`src/hdl/gnia_pkg.sv`:
```
// ----------------------------------------------------------------------------
// gnia_pkg
// Shared codes and pipeline control type for the graph node integer ALU.
// ----------------------------------------------------------------------------
package gnia_pkg;

   localparam logic [4:0] OP_ABS        = 5'd16;
   localparam logic [4:0] OP_MEAN       = 5'd17;
   localparam logic [4:0] OP_INPUT_NODE = 5'd18;

   localparam logic [3:0] GRP_ADD = 4'd0;
   localparam logic [3:0] GRP_SUB = 4'd1;
   localparam logic [3:0] GRP_MUL = 4'd2;
   localparam logic [3:0] GRP_DIV = 4'd3;
   localparam logic [3:0] GRP_MOD = 4'd4;
   localparam logic [3:0] GRP_MAX = 4'd5;
   localparam logic [3:0] GRP_MIN = 4'd6;
   localparam logic [3:0] GRP_POW = 4'd7;

   localparam logic [1:0] ST_OK       = 2'd0;
   localparam logic [1:0] ST_DIV_ZERO = 2'd1;
   localparam logic [1:0] ST_BAD_OP   = 2'd2;

   localparam logic [1:0] KIND_SIMPLE = 2'd0;
   localparam logic [1:0] KIND_DIV    = 2'd1;
   localparam logic [1:0] KIND_MOD    = 2'd2;
   localparam logic [1:0] KIND_POW    = 2'd3;

   typedef struct packed {
      logic       valid;
      logic [1:0] kind;
      logic [1:0] status;
      logic       neg_q;
      logic       neg_r;
   } ctrl_type;

endpackage

```
`src/hdl/gnia_iter.sv`:
```
// ----------------------------------------------------------------------------
// gnia_iter
// One pipeline stage: one restoring divide step and one square-and-multiply
// step on exponent bit STEP.
// ----------------------------------------------------------------------------
module gnia_iter
   import gnia_pkg::*;
#(
   parameter int W    = 32,
   parameter int STEP = 0
) (
   input  logic           clock,
   input  logic           reset,
   input  logic           advance,
   input  ctrl_type       ctrl_in,
   input  logic [W-1:0]   rem_in,
   input  logic [W-1:0]   quo_in,
   input  logic [W-1:0]   dvs_in,
   input  logic [W-1:0]   res_in,
   input  logic [W-1:0]   base_in,
   input  logic [W-1:0]   exp_in,
   output ctrl_type       ctrl_out,
   output logic [W-1:0]   rem_out,
   output logic [W-1:0]   quo_out,
   output logic [W-1:0]   dvs_out,
   output logic [W-1:0]   res_out,
   output logic [W-1:0]   base_out,
   output logic [W-1:0]   exp_out
);

   ctrl_type     ctrl_ff;
   logic [W-1:0] rem_ff, rem_in_nx;
   logic [W-1:0] quo_ff, quo_in_nx;
   logic [W-1:0] dvs_ff;
   logic [W-1:0] res_ff, res_in_nx;
   logic [W-1:0] base_ff, base_in_nx;
   logic [W-1:0] exp_ff;
   logic [W:0]   rem_sh;
   logic         ge;

   always_comb begin
      rem_sh    = {rem_in, quo_in[W-1]};
      ge        = rem_sh >= {1'b0, dvs_in};
      rem_in_nx = ge ? W'(rem_sh - {1'b0, dvs_in}) : W'(rem_sh);
      quo_in_nx = {quo_in[W-2:0], ge};
      res_in_nx = res_in;
      if (ctrl_in.kind == KIND_POW && exp_in[STEP]) begin
         res_in_nx = W'(res_in * base_in);
      end
      base_in_nx = W'(base_in * base_in);
   end

   always_ff @(posedge clock) begin
      if (reset) begin
         ctrl_ff <= '0;
      end else if (advance) begin
         ctrl_ff <= ctrl_in;
      end
      if (advance) begin
         rem_ff  <= rem_in_nx;
         quo_ff  <= quo_in_nx;
         dvs_ff  <= dvs_in;
         res_ff  <= res_in_nx;
         base_ff <= base_in_nx;
         exp_ff  <= exp_in;
      end
   end

   assign ctrl_out = ctrl_ff;
   assign rem_out  = rem_ff;
   assign quo_out  = quo_ff;
   assign dvs_out  = dvs_ff;
   assign res_out  = res_ff;
   assign base_out = base_ff;
   assign exp_out  = exp_ff;

endmodule

```
`config.mk`:
```
export PLATFORM = sky130hd
export DESIGN_NAME = gnia_iter
export DESIGN_NICKNAME = d
export VERILOG_FILES = /design/src/hdl/gnia_pkg.sv /design/src/hdl/gnia_iter.sv
export SDC_FILE = /design/constraint.sdc
export NUM_CORES = 2
export LEC_CHECK = 0
export BUFFER_PORTS_ARGS = -buffer_cell sky130_fd_sc_hd__buf_2
export CORE_ASPECT_RATIO = 1.2
export CORE_MARGIN = 3
export CORE_UTILIZATION = 56
export CTS_CLUSTER_DIAMETER = 80
export DETAILED_ROUTE_END_ITERATION = 10
export GPL_ROUTABILITY_DRIVEN = 0
export PLACE_DENSITY = 0.8
export SYNTH_ARGS = -nofsm -noshare
export SYNTH_HDL_FRONTEND = slang
export SYNTH_SLANG_ARGS = --single-unit
```
`constraint.sdc`:
```
create_clock -name clock -period 9 [get_ports clock]
set_clock_uncertainty 0.2 [all_clocks]
set_input_delay 1.35 -clock clock [delete_from_list [all_inputs] [get_ports clock]]
set_output_delay 1.35 -clock clock [all_outputs]
set_load 0.005 [all_outputs]
```
==> metrics.md <==
| Metric | Value |
|---|---|
| Clock-pin slew on the worst setup and hold paths | `0.08 ns` |
| Total die area | `69700 sq um` |
| Yosys top cell area share | `41.7%` |
| Iter 0 DRT Violations | `1664` |
| Area grow syn2layout | `9.64%` |
| # H-tree levels | `4` |
| Core area | `65900 sq um` |
| Worst-path maximum fanout | `10` |
| Final-report hold violation count | `0` |
| DP HPWL | `79800 microns` |
| GRT overflow | `0` |
| Crit Path Class | `primary input to flop` |
| Warnings, synthesis | `0` |
| Clock Latency Late Sink | `0.47 ns` |
| Initial core utilization | `56.6%` |
| Io pins | `401` |
| Worst Hold Class | `flop to flop` |
| Seq cells post-synth | `198` |
| Critical path required time | `9.04 ns` |
| Slew HR | `23.0%` |
| Setup crit end | `base_out[30]` |
| Largest area contributor in the netlist | `fa_1` |
| Routed WL | `96900 microns` |
| Root Driver | `clkbuf_16` |
| Sink Count | `198` |
| Drt via density | `5.43` |
| CTS tree | `built` |
| Pins over their slew limit | `0` |
| Vias post-DR | `27075` |
| Max Cap Viol | `0` |
| RR Endpoint | `ctrl_out[6]` |
| Initial antenna violation count | `21` |
| Most used cell along the critical path | `fa_1` |
| Final nets | `5329` |
| Seq/Total Area, Yosys | `15.8%` |
| Startpoint class of the critical path | `primary input` |
| Least-Margin Pin Slew | `1.15 ns` |
| Filler cells | `5414` |
| Mean Syn Cell Area | `9.90 sq um` |
| Setup violations, final | `0` |
| Crit-path slowest cell | `fa_1` |
| EDFF count, synth | `191` |
| Most area-consuming cells after synthesis | `fa_1 42%, edfxtp_1 15%, ha_1 9.5%` |
| Port Buffers | `399` |
| Setup crit end kind | `flop` |
| Total CTS buffers | `17` |
| Fin crit share | `93.4%` |
| Post-CTS sizing | `0` |
| Number of global-route vias before repair | `29703` |
| Setup TNS | `0 ns` |
| First-pass DRT Iterations | `5` |
| Chip width | `242 microns` |
| Synth Instances | `3767` |
| Syn Nets | `5027` |
| RSZ-0062 raised after global routing | `false` |
| FFs w/ async S/R, synth | `0%` |
| Critical path arrival | `8.44 ns` |
| Share of layout cells above drive strength 1 | `12.5%` |
| Synth Cell Area | `37300 sq um` |
| GRT Resource Usage Total | `28.9%` |
| Setup bufs post-CTS | `0` |
| Minimum clock period | `8.40 ns` |
| Hold buffers post-CTS | `0` |
| WL/cell | `19.5 microns` |
| R2R Setup Slk | `8.19 ns` |
| Reg2Reg Launch Point | `ctrl_out[6]` |
| Origin of the worst setup path | `base_in[11]` |
| Status | `complete, no violations` |
| Yosys cell types | `66` |
| Die height | `289 microns` |
| Ys flop type | `edfxtp_1` |
| First-pass GRT wire length | `155000 microns` |
| Largest net degree at the start of global routing | `151` |
| Critical Path Max Stage Delay | `0.60 ns` |
| CTS max path bufs | `2` |
| Post-route ant nets | `0` |
| Worst Reg-to-Reg Cells | `2` |
| Row cnt | `103` |
| DRC Markers | `0` |
| Max Fclk | `119 MHz` |
==> synth_stat cells, drive strengths merged (3+ instances only) <==
cell type / count
inv: 866
fa: 776
nand2: 432
and2: 410
ha: 282
edfxtp: 191
clkbuf: 167
xnor2: 112
nor2: 78
o21ai: 78
a21oi: 68
xor2: 42
a21o: 36
nand3: 18
o21bai: 16
o31ai: 15
a211oi: 14
and3: 14
nor3: 13
a31oi: 11
mux2i: 11
nand4: 11
nor2b: 11
o21a: 11
nand2b: 10
dfxtp: 7
or3: 7
mux2: 6
a211o: 4
a21boi: 4
buf: 4
or2: 4
a2111oi: 3
a221oi: 3
and4: 3
==> layout by cell type (no fill, tap or decap), types with 4 or more instances in the layout <==
| master | count |
|---|---|
| dfxtp_1 | 7 |
| a21oi_1 | 68 |
| a31oi_1 | 11 |
| buf_12 | 6 |
| edfxtp_1 | 191 |
| xor2_1 | 42 |
| mux2i_1 | 11 |
| clkbuf_16 | 17 |
| ha_1 | 282 |
| nand4_1 | 11 |
| nand3_1 | 17 |
| a21boi_0 | 4 |
| nand2b_1 | 10 |
| fa_1 | 776 |
| buf_2 | 398 |
| o21a_1 | 11 |
| clkinvlp_4 | 4 |
| xnor2_1 | 112 |
| o21ai_1 | 6 |
| diode_2 | 8 |
| a21o_1 | 35 |
| a211o_1 | 4 |
| nor3_1 | 13 |
| inv_1 | 866 |
| or3_1 | 7 |
| buf_4 | 49 |
| o21bai_1 | 16 |
| o21ai_0 | 72 |
| o31ai_1 | 12 |
| and2_1 | 410 |
| or2_2 | 4 |
| a211oi_1 | 13 |
| nand2_1 | 432 |
| and3_1 | 12 |
| nor2b_1 | 11 |
| nor2_1 | 77 |
| mux2_2 | 6 |
==> logic make-up after synthesis <==
logic type                 share of synthesized area (%)
AOI/OAI and AO/OA                                   4.94
xor gates and xnor gates                            3.62
adders and majority gates                           51.1
buffers and inverters                               10.5
DFF                                                 15.8
muxes                                              0.477
other                                             0.0101
and+or+nand+nor                                     13.6
==> flip-flops by register name (all words and copies together) (netlist names) <==
name and count:
res_out 32, base_out 31, exp_out 32, quo_out 32, ctrl_out 7, rem_out 32
dvs_out 32
==> stage by stage <==
step           area [sq um]  hold slack, ns  std cells  setup slack, ns  util (%)
6_report              40900           0.293       4982            0.598      62.1
3_5_place_dp          40300           0.276       4942           0.0771      61.1
2_1_floorplan         37300           0.285       3767            0.108         -
5_1_grt               40900           0.311       4978            0.244      62.1
3_3_place_gp          40300           0.267       4942            0.239      61.1
4_1_cts               40900           0.297       4974            0.647      62.0
==> final cells by class <==
| class | instances | area, sq um | area share [%] |
|---|---|---|---|
| Timing Repair Buffer | 454 | 2490 | 6.10 |
| Sequential cell | 198 | 5880 | 14.4 |
| Tap cell | 892 | 1120 | 2.73 |
| Antenna cell | 8 | 20.0 | 0.0490 |
| Multi-Input combinational cell | 2532 | 27500 | 67.3 |
| Clock inverter | 14 | 161 | 0.395 |
| Inverter | 866 | 3250 | 7.95 |
| Clock buffer | 18 | 439 | 1.07 |
==> routing by layer <==
layer	track usage, %	vias up	wire length (microns)
li1	-	11910	-
met5	0	-	85
met3	4.80	364	6450
met2	53.0	1145	51100
met4	14.5	14	5310
met1	32.8	13642	33900
==> how the worst min path moves through the flow <==
| stage | startpoint | end | slack (ns) | cells past startpoint |
|---|---|---|---|---|
| floorplan | ctrl_out[0] | ctrl_out[0] | 0.29 | 2 |
| global placement | ctrl_out[1] | ctrl_out[1] | 0.27 | 2 |
| detailed placement | ctrl_out[4] | ctrl_out[4] | 0.28 | 2 |
| CTS | ctrl_out[4] | ctrl_out[4] | 0.30 | 2 |
| global route | ctrl_out[0] | ctrl_out[0] | 0.31 | 2 |
| finish | ctrl_out[0] | ctrl_out[0] | 0.29 | 2 |
==> critical path, delay by kind of cell <==
family | cells | cell delay, ns
AOI/OAI and AO/OA | 5 | 1.25
and+or+nand+nor | 4 | 0.81
adders and majority gates | 9 | 4.35
buffers and inverters | 6 | 0.53
xor gates and xnor gates | 1 | 0.14
Power is not shown: default switching activity piles up to over one toggle a cycle in this logic, so the estimate is an artifact.
